`src/hdl/assert_macros.svh`:
```
// Assertion macros shared by the allocator RTL.
// Depends on nothing; compiled away when SYNTHESIS is defined.
`ifndef ASSERT_MACROS_SVH
`define ASSERT_MACROS_SVH

`ifndef SYNTHESIS

// Check prop at every clock edge outside reset.
`define ASSERT_ALWAYS(label, clk, rst, prop, msg) \
   label: assert property (@(posedge clk) disable iff (rst) (prop)) else $error(msg);

// Check cons in the cycle after ante, outside reset.
`define ASSERT_NEXT(label, clk, rst, ante, cons, msg) \
   label: assert property (@(posedge clk) disable iff (rst) (ante) |=> (cons)) else $error(msg);

`else

`define ASSERT_ALWAYS(label, clk, rst, prop, msg)
`define ASSERT_NEXT(label, clk, rst, ante, cons, msg)

`endif

`endif

```
`src/hdl/tfra_pkg.sv`:
```
// Types, constants and placement helpers of the transmit frame ring allocator.
// Depends on nothing.
package tfra_pkg;

   localparam int DESC_COUNT = 256;
   localparam int LINE_BYTES = 64;   // power of two
   localparam int HDR_BYTES  = 18;

   localparam int IDX_W  = $clog2(DESC_COUNT);
   localparam int CNT_W  = $clog2(DESC_COUNT + 1);
   localparam int POS_W  = 24;
   localparam int LEN_W  = 16;
   localparam int FB_W   = LEN_W + 1;
   localparam int MTU2_W = FB_W + 1;

   localparam logic [POS_W-1:0] RING_RESET = POS_W'(65536);
   localparam logic [LEN_W-1:0] MTU_RESET  = LEN_W'(1500);

   typedef enum logic [2:0] {
      ST_OK           = 3'd0,
      ST_BUSY         = 3'd1,
      ST_BAD_USED     = 3'd2,
      ST_BAD_DESC     = 3'd3,
      ST_POS_MISMATCH = 3'd4,
      ST_OVERFREE     = 3'd5
   } status_type;

   typedef enum logic {
      CMD_ALLOC   = 1'b0,
      CMD_RELEASE = 1'b1
   } cmd_type;

   typedef enum logic {
      REG_RING_SIZE = 1'b0,
      REG_MTU       = 1'b1
   } reg_type;

   typedef struct packed {
      logic [POS_W-1:0] start;
      logic [POS_W-1:0] nxt;
   } place_type;

   // Header plus payload, rounded up to whole lines.
   function automatic logic [FB_W-1:0] frame_bytes(input logic [LEN_W-1:0] len);
      logic [FB_W-1:0] raw;
      raw = FB_W'(HDR_BYTES) + FB_W'(len) + FB_W'(LINE_BYTES - 1);
      return raw & ~FB_W'(LINE_BYTES - 1);
   endfunction

   function automatic logic [POS_W-1:0] room_before_end(input logic [POS_W-1:0] pos,
                                                        input logic [POS_W-1:0] ring);
      return (pos >= ring) ? '0 : ring - pos;
   endfunction

   // Largest contiguous free run between head and tail.
   function automatic logic [POS_W-1:0] space_now(input logic [POS_W-1:0] head,
                                                  input logic [POS_W-1:0] tail,
                                                  input logic [POS_W-1:0] ring);
      logic [POS_W-1:0] room;
      room = room_before_end(head, ring);
      if (head < tail) begin
         return tail - head;
      end
      return (room > tail) ? room : tail;
   endfunction

   // Wrap to offset 0 when the frame does not fit before the ring end.
   function automatic place_type place(input logic [POS_W-1:0] pos,
                                       input logic [FB_W-1:0]  fs,
                                       input logic [POS_W-1:0] ring);
      place_type r;
      r.start = (room_before_end(pos, ring) < POS_W'(fs)) ? '0 : pos;
      r.nxt   = r.start + POS_W'(fs);
      return r;
   endfunction

endpackage

```
`src/hdl/tx_frame_ring_allocator_core.sv`:
```
// Transmit frame ring allocator: input register, one pass of placement logic,
// result register. Depends on tfra_pkg and assert_macros.svh.
// Each accepted item waits in the input register until the result register is free or
// draining; its result is then registered. Throughput: one item per cycle while the result
// is not stalled; a stalled result holds the item in the input register.
// Reset (synchronous): ring empty, all descriptors free, ring_size 65536, mtu 1500.
`include "assert_macros.svh"

module tx_frame_ring_allocator_core
   import tfra_pkg::*;
(
   input  logic        clock,
   input  logic        reset,
   // request
   input  logic        req_tvalid,
   output logic        req_tready,
   input  logic [87:0] req_tdata,   // frame_len, used_id, used_len, desc_flags, data_offset
   input  logic [0:0]  req_tuser,   // cmd
   // response
   output logic        rsp_tvalid,
   input  logic        rsp_tready,
   output logic [71:0] rsp_tdata,   // desc_index, frame_offset, can_send, free_descs, free_space
   output logic [2:0]  rsp_tuser,   // status
   // configuration
   input  logic        csr_psel,
   input  logic        csr_penable,
   input  logic        csr_pwrite,
   input  logic [2:0]  csr_paddr,
   input  logic [31:0] csr_pwdata,
   output logic [31:0] csr_prdata,
   output logic        csr_pready
);

   // ---------------- configuration registers ----------------
   logic [POS_W-1:0]  ring_ff;
   logic [LEN_W-1:0]  mtu_ff;
   logic [MTU2_W-1:0] mtu2_ff;      // twice the aligned frame size of mtu
   logic              csr_wr;
   reg_type           csr_reg;

   assign csr_pready = 1'b1;
   assign csr_reg    = reg_type'(csr_paddr[2]);
   assign csr_wr     = csr_psel && csr_penable && csr_pwrite && csr_pready;

   always_comb begin
      case (csr_reg)
         REG_RING_SIZE: csr_prdata = {8'd0, ring_ff};
         REG_MTU:       csr_prdata = {16'd0, mtu_ff};
         default:       csr_prdata = '0;
      endcase
   end

   always_ff @(posedge clock) begin
      if (reset) begin
         ring_ff <= RING_RESET;
         mtu_ff  <= MTU_RESET;
         mtu2_ff <= {frame_bytes(MTU_RESET), 1'b0};
      end else if (csr_wr) begin
         case (csr_reg)
            REG_RING_SIZE: ring_ff <= csr_pwdata[POS_W-1:0];
            REG_MTU: begin
               mtu_ff  <= csr_pwdata[LEN_W-1:0];
               mtu2_ff <= {frame_bytes(csr_pwdata[LEN_W-1:0]), 1'b0};
            end
            default: ;
         endcase
      end
   end

   // ---------------- input register ----------------
   logic             in_valid_ff;
   cmd_type          in_cmd_ff;
   logic [LEN_W-1:0] in_flen_ff;
   logic [LEN_W-1:0] in_uid_ff;
   logic [LEN_W-1:0] in_ulen_ff;
   logic [LEN_W-1:0] in_flags_ff;
   logic [POS_W-1:0] in_doff_ff;
   logic             rsp_valid_ff;
   logic             proc_fire;
   logic             req_fire;

   // Process the held item whenever the result register is free or draining.
   assign proc_fire  = in_valid_ff && (!rsp_valid_ff || rsp_tready);
   assign req_tready = !in_valid_ff || proc_fire;
   assign req_fire   = req_tvalid && req_tready;

   always_ff @(posedge clock) begin
      if (reset) begin
         in_valid_ff <= 1'b0;
      end else if (req_tready) begin
         in_valid_ff <= req_tvalid;
      end
   end

   always_ff @(posedge clock) begin
      if (req_fire) begin
         in_cmd_ff   <= cmd_type'(req_tuser[0]);
         in_flen_ff  <= req_tdata[15:0];
         in_uid_ff   <= req_tdata[31:16];
         in_ulen_ff  <= req_tdata[47:32];
         in_flags_ff <= req_tdata[63:48];
         in_doff_ff  <= req_tdata[87:64];
      end
   end

   // ---------------- allocator state ----------------
   logic [POS_W-1:0] head_ff, head_in;
   logic [POS_W-1:0] tail_ff, tail_in;
   logic [IDX_W-1:0] top_ff, top_in;
   logic [CNT_W-1:0] count_ff, count_in;

   // Free-list link memory; an entry never written reads as its reset link.
   logic [IDX_W-1:0] link_mem [DESC_COUNT];
   logic [DESC_COUNT-1:0] link_valid_ff;
   logic [IDX_W-1:0] link_q_ff;        // registered memory read
   logic             link_vq_ff;       // valid bit of that entry
   logic [IDX_W-1:0] link_aq_ff;       // address of that read
   logic             link_byp_ff;      // last step pushed: link is byp value
   logic [IDX_W-1:0] link_byp_val_ff;
   logic [IDX_W-1:0] top_link;         // next_link[top_ff]

   always_comb begin
      if (link_byp_ff) begin
         top_link = link_byp_val_ff;
      end else if (link_vq_ff) begin
         top_link = link_q_ff;
      end else if (link_aq_ff == IDX_W'(DESC_COUNT - 1)) begin
         top_link = '0;
      end else begin
         top_link = link_aq_ff + IDX_W'(1);
      end
   end

   // ---------------- single-pass step logic ----------------
   logic [FB_W-1:0]  fs;
   logic [POS_W-1:0] space_cur;
   logic             alloc_ok;
   place_type        plc_head;
   place_type        plc_tail;
   status_type       rel_status;
   logic             rel_ok;
   status_type       status_in;
   logic [IDX_W-1:0] idx_in;
   logic [POS_W-1:0] off_in;
   logic [POS_W-1:0] space_nx;
   logic             can_nx;

   always_comb begin
      fs        = frame_bytes(in_flen_ff);
      space_cur = space_now(head_ff, tail_ff, ring_ff);
      alloc_ok  = (count_ff >= CNT_W'(2)) && (space_cur >= POS_W'(mtu2_ff));
      plc_head  = place(head_ff, fs, ring_ff);
      plc_tail  = place(tail_ff, fs, ring_ff);

      // Release checks, first failure wins.
      if (in_uid_ff >= LEN_W'(DESC_COUNT) || in_ulen_ff != LEN_W'(1)) begin
         rel_status = ST_BAD_USED;
      end else if (in_flags_ff != '0 || in_doff_ff >= ring_ff ||
                   POS_W'(in_flen_ff) > ring_ff - in_doff_ff) begin
         rel_status = ST_BAD_DESC;
      end else if (in_doff_ff != plc_tail.start) begin
         rel_status = ST_POS_MISMATCH;
      end else if (count_ff >= CNT_W'(DESC_COUNT)) begin
         rel_status = ST_OVERFREE;
      end else begin
         rel_status = ST_OK;
      end
      rel_ok = (in_cmd_ff == CMD_RELEASE) && (rel_status == ST_OK);

      // Hold state unless the step succeeds.
      head_in   = head_ff;
      tail_in   = tail_ff;
      top_in    = top_ff;
      count_in  = count_ff;
      idx_in    = '0;
      off_in    = '0;
      status_in = ST_OK;
      case (in_cmd_ff)
         CMD_ALLOC: begin
            if (alloc_ok) begin
               idx_in   = top_ff;
               off_in   = plc_head.start;
               head_in  = plc_head.nxt;
               top_in   = top_link;
               count_in = count_ff - CNT_W'(1);
            end else begin
               status_in = ST_BUSY;
            end
         end
         CMD_RELEASE: begin
            status_in = rel_status;
            if (rel_ok) begin
               tail_in  = plc_tail.nxt;
               top_in   = in_uid_ff[IDX_W-1:0];
               count_in = count_ff + CNT_W'(1);
            end
         end
         default: status_in = ST_BUSY;
      endcase

      // Report on the state after this step.
      space_nx = space_now(head_in, tail_in, ring_ff);
      can_nx   = (count_in >= CNT_W'(2)) && (space_nx >= POS_W'(mtu2_ff));
   end

   // Advance state only for the item being processed.
   always_ff @(posedge clock) begin
      if (reset) begin
         head_ff         <= '0;
         tail_ff         <= '0;
         top_ff          <= '0;
         count_ff        <= CNT_W'(DESC_COUNT);
         link_valid_ff   <= '0;
         link_vq_ff      <= 1'b0;
         link_aq_ff      <= '0;
         link_byp_ff     <= 1'b0;
      end else begin
         if (proc_fire) begin
            head_ff  <= head_in;
            tail_ff  <= tail_in;
            top_ff   <= top_in;
            count_ff <= count_in;
            if (rel_ok) begin
               link_valid_ff[in_uid_ff[IDX_W-1:0]] <= 1'b1;
            end
         end
         // Prefetch the link of the list head for the next cycle.
         link_vq_ff  <= link_valid_ff[proc_fire ? top_in : top_ff];
         link_aq_ff  <= proc_fire ? top_in : top_ff;
         link_byp_ff <= proc_fire && rel_ok;
      end
   end

   // Link memory: one write, one registered read per cycle.
   always_ff @(posedge clock) begin
      if (proc_fire && rel_ok) begin
         link_mem[in_uid_ff[IDX_W-1:0]] <= top_ff;
      end
      link_q_ff       <= link_mem[proc_fire ? top_in : top_ff];
      link_byp_val_ff <= top_ff;
   end

   // ---------------- result register ----------------
   status_type       rsp_status_ff;
   logic [IDX_W-1:0] rsp_idx_ff;
   logic [POS_W-1:0] rsp_off_ff;
   logic             rsp_can_ff;
   logic [CNT_W-1:0] rsp_count_ff;
   logic [POS_W-1:0] rsp_space_ff;

   always_ff @(posedge clock) begin
      if (reset) begin
         rsp_valid_ff <= 1'b0;
      end else if (proc_fire) begin
         rsp_valid_ff <= 1'b1;
      end else if (rsp_tready) begin
         rsp_valid_ff <= 1'b0;
      end
   end

   always_ff @(posedge clock) begin
      if (proc_fire) begin
         rsp_status_ff <= status_in;
         rsp_idx_ff    <= idx_in;
         rsp_off_ff    <= off_in;
         rsp_can_ff    <= can_nx;
         rsp_count_ff  <= count_in;
         rsp_space_ff  <= space_nx;
      end
   end

   assign rsp_tvalid = rsp_valid_ff;
   assign rsp_tuser  = rsp_status_ff;
   assign rsp_tdata  = {6'd0, rsp_space_ff, rsp_count_ff, rsp_can_ff,
                        rsp_off_ff, rsp_idx_ff};

   // ---------------- assertions ----------------
   `ASSERT_ALWAYS(a_count_range, clock, reset, count_ff <= CNT_W'(DESC_COUNT),
                  "free count above pool size")
   `ASSERT_NEXT(a_alloc_pop, clock, reset, proc_fire && in_cmd_ff == CMD_ALLOC && alloc_ok,
                count_ff == $past(count_ff) - CNT_W'(1), "allocate did not take a descriptor")
   `ASSERT_NEXT(a_fail_hold, clock, reset, proc_fire && status_in != ST_OK,
                $stable(head_ff) && $stable(tail_ff) && $stable(top_ff) && $stable(count_ff),
                "refused item changed state")
   `ASSERT_NEXT(a_release_push, clock, reset, proc_fire && rel_ok,
                top_link == $past(top_ff), "pushed descriptor lost its link")

endmodule
```
`config.mk`:
```
export PLATFORM = sky130hd
export DESIGN_NAME = tx_frame_ring_allocator_core
export DESIGN_NICKNAME = d
export VERILOG_FILES = /design/src/hdl/tfra_pkg.sv /design/src/hdl/tx_frame_ring_allocator_core.sv
export VERILOG_INCLUDE_DIRS = /design/src /design/src/hdl
export SDC_FILE = /design/constraint.sdc
export NUM_CORES = 2
export LEC_CHECK = 0
export ABC_AREA = 1
export BUFFER_PORTS_ARGS = -buffer_cell sky130_fd_sc_hd__buf_4
export CAP_MARGIN = 20
export CORE_UTILIZATION = 55
export CTS_CLUSTER_SIZE = 40
export DETAILED_ROUTE_END_ITERATION = 16
export PLACE_DENSITY = 0.71
export SLEW_MARGIN = 10
export SYNTH_ARGS = -nofsm -noshare
export SYNTH_HDL_FRONTEND = slang
export SYNTH_SLANG_ARGS = --single-unit
```
`constraint.sdc`:
```
create_clock -name clock -period 14.8 [get_ports clock]
set_input_delay 2.96 -clock clock [delete_from_list [all_inputs] [get_ports clock]]
set_output_delay 2.96 -clock clock [all_outputs]
set_load 0.02 [all_outputs]
```
==> metrics.txt <==
mean post-synth cell area 9.645 µm²; RSZ-0062 raised after global routing false; HPWL after DPL approximately 240000 µm; Crit Path Class reg2reg; clock skew 0.08883 ns; CTS Buf Count 283; Final Max Slew Viols 0; vias in the first global route a little under 90000; Worst path top cell family by delay compound AO/OA/AOI/OAI gates; reg2reg end rsp_can_ff; vias 93180; ANT nets after route 0; grt ovf 0; number of max-cap violations 0; Lkg Pwr around 54 nW; worst-skew pair later-pin latency 0.97 ns; Post-Syn Area 121200 µm²; f_max between 70 and 80 MHz; status finished, final reports clean; leading post-synthesis cells by cell area edfxtp_1, nand2_1, nand3_1; top cell type by total area after synthesis edfxtp_1; Synth Flop Type edfxtp_1; Setup crit end kind flop; synth cell count leaders nand2_1, nand3_1, edfxtp_1; nets@finish 12950; YS warnings 0; DR WL/cell 24.55 µm; TritonRoute pass-1 iters 8; Setup TNS 0 ns; # setup viols final 0; Power Dens Cells 139.9 nW/µm²; vias per inst roughly 6; Core ar. around 220000 µm²; num rows 171; CP most frequent cell nand2_1; clock period minus worst slack between 10 and 15 ns; period utilization 0.9419; Startpoint Class flop; initial antenna violation count 6; Buf/Inv on CP 10; setup repair bufs after CTS 0; relative slew slack 0.2173; max incr delay on CP 0.47 ns; post-CTS sizing 0; Slowest-stage cell, CP dfxtp_1; Fin. Hold Viols 0; EDFF count, synth 2206; Worst Setup EP rsp_can_ff; Starting Density 0.5560; r2r worst-path depth 77; Synth-to-Final Area Change 10.24%; DRC viols 0; Final Total Pwr 18.69 mW; Post-Synthesis Cells 12570; maximum vdd ir drop 131.0 µV; Die W 471.5 µm; first-pass GRT wire length around 560000 µm; top-level port count 241; gr usage total 0.3384; count leader, synth nand2_1; Netlist cell types 63; Die Height 471.5 µm; HP Class reg2reg; CP required 15.45 ns; Clock transition at path regs roughly 0.080 ns; Max FO, Critical Path 19; worst-margin pin slew 1.174 ns; Worst R2R Setup Slack 0.86 ns; Crit path arrival time 14.59 ns; Synth top area share 0.5465; Filler Cells Inserted 17660; count of state elements after synthesis about 2600; I/O Buffers 215; hold_buf cts 0; Max Root-Sink Buffers 4; Post-Route WL 383200 µm; initial DRC count 11270; global placement routability congestion 1.004; CTS tree built; largest net degree at the start of global routing between 150 and 200; CP Depth 77; Crit. Startpoint head_ff[0]; r2r startpoint head_ff[0]; Clock Sinks 2598; clk root buf clkbuf_16; die area 222300 µm²; fraction of layout instances using a drive strength above 1 0.06828; H-tree Lvls 5; register area share after synthesis 0.6112; ys async rst share 0
## flip-flops by register name, indices dropped and copies added, names as in the netlist, 24 cells and up
register,cells
head_ff,24
in_doff_ff,24
link_mem,2048
link_valid_ff,256
ring_ff,24
rsp_off_ff,24
rsp_space_ff,24
tail_ff,24
## worst min path at each step
stage | to | cells after the start | startpoint | slack (ns)
6_report | mtu_ff[8] | 2 | mtu_ff[8] | 0.46
5_1_grt | link_valid_ff[214] | 2 | link_valid_ff[214] | 0.48
2_1_floorplan | mtu_ff[2] | 2 | mtu_ff[2] | 0.43
3_3_place_gp | mtu_ff[2] | 2 | mtu_ff[2] | 0.44
4_1_cts | mtu_ff[8] | 2 | mtu_ff[8] | 0.47
3_5_place_dp | mtu_ff[8] | 2 | mtu_ff[8] | 0.45
## power breakdown
group / switching (mW) / total (mW) / internal (mW)
clock: 2.83 / 6.77 / 3.94
sequential: 0.0731 / 8.15 / 8.07
combinational: 2.69 / 3.77 / 1.08
total: 5.60 / 18.7 / 13.1
## cells by family after synthesis
family	count (synthesis)	share of synthesized area
adder cells (fa/ha/maj)	283	0.02964
buffers and inverters	1586	0.05525
multiplexers	4	0.0003303
XOR/XNOR	133	0.009610
AND/OR/NAND/NOR	7030	0.2469
AO/OA/AOI/OAI	932	0.04693
flip-flops	2598	0.6112
other	2	0.00006195
## routing by layer
layer / GRT usage / up-vias / part of all wire
li1: - / 42950 / -
met1: 0.4521 / 44620 / 0.39
met2: 0.5308 / 4772 / 0.46
met3: 0.05533 / 824 / 0.090
met4: 0.1817 / 10 / 0.057
met5: 0 / - / 0.00018
## worst reg2reg max path: cells and delay by family, from the launching register on
family | cells | cell delay, ns
simple gates | 30 | 3.57
flops | 1 | 0.47
buf+inv | 10 | 1.75
compound gates | 29 | 5.64
fa+ha+maj | 8 | 2.24
## per-stage QoR
step	hold slack, ns	instance area [µm²]	utilization	cells	setup WS (ns)
final	0.4627	133600	0.6130	15610	0.8593
after global routing	0.4842	133600	0.6128	15600	0.1443
after CTS	0.4658	133600	0.6128	15600	1.155
after detailed placement	0.4517	124900	0.5727	15100	1.270
after global placement	0.4432	124900	0.5727	15100	1.230
after floorplan	0.4287	121300	-	12580	2.530
## cells in the final DEF, fill, tap and decap left out, drive strengths merged, types with 12 or more instances in the layout
master / instances
nand4: 50
a22oi: 13
clkinv: 74
xnor2: 53
conb: 15
or2: 12
nand3b: 61
o21ai: 232
buf: 420
dfxtp: 392
clkbuf: 415
nor3: 72
nor4: 27
nor2: 1094
edfxtp: 2206
a211oi: 19
o21bai: 20
ha: 276
inv: 826
nand2: 3377
o211ai: 260
a31oi: 16
xor2: 80
a21o: 12
nand3: 2324
a21oi: 304
## layout make-up
cell class                      instances  area [µm²]  area share
Antenna cell                           11       27.53   0.0002060
Timing Repair Buffer                  420        3461     0.02590
Multi-Input combinational cell       8397       40550      0.3035
Tap cell                             2854        3571     0.02672
Clock buffer                          415        8137     0.06089
Clock inverter                         79       621.8    0.004653
Sequential cell                      2598       74120      0.5546
Inverter                              833        3144     0.02353
No activity file was read; power rests on OpenSTA's default activity.
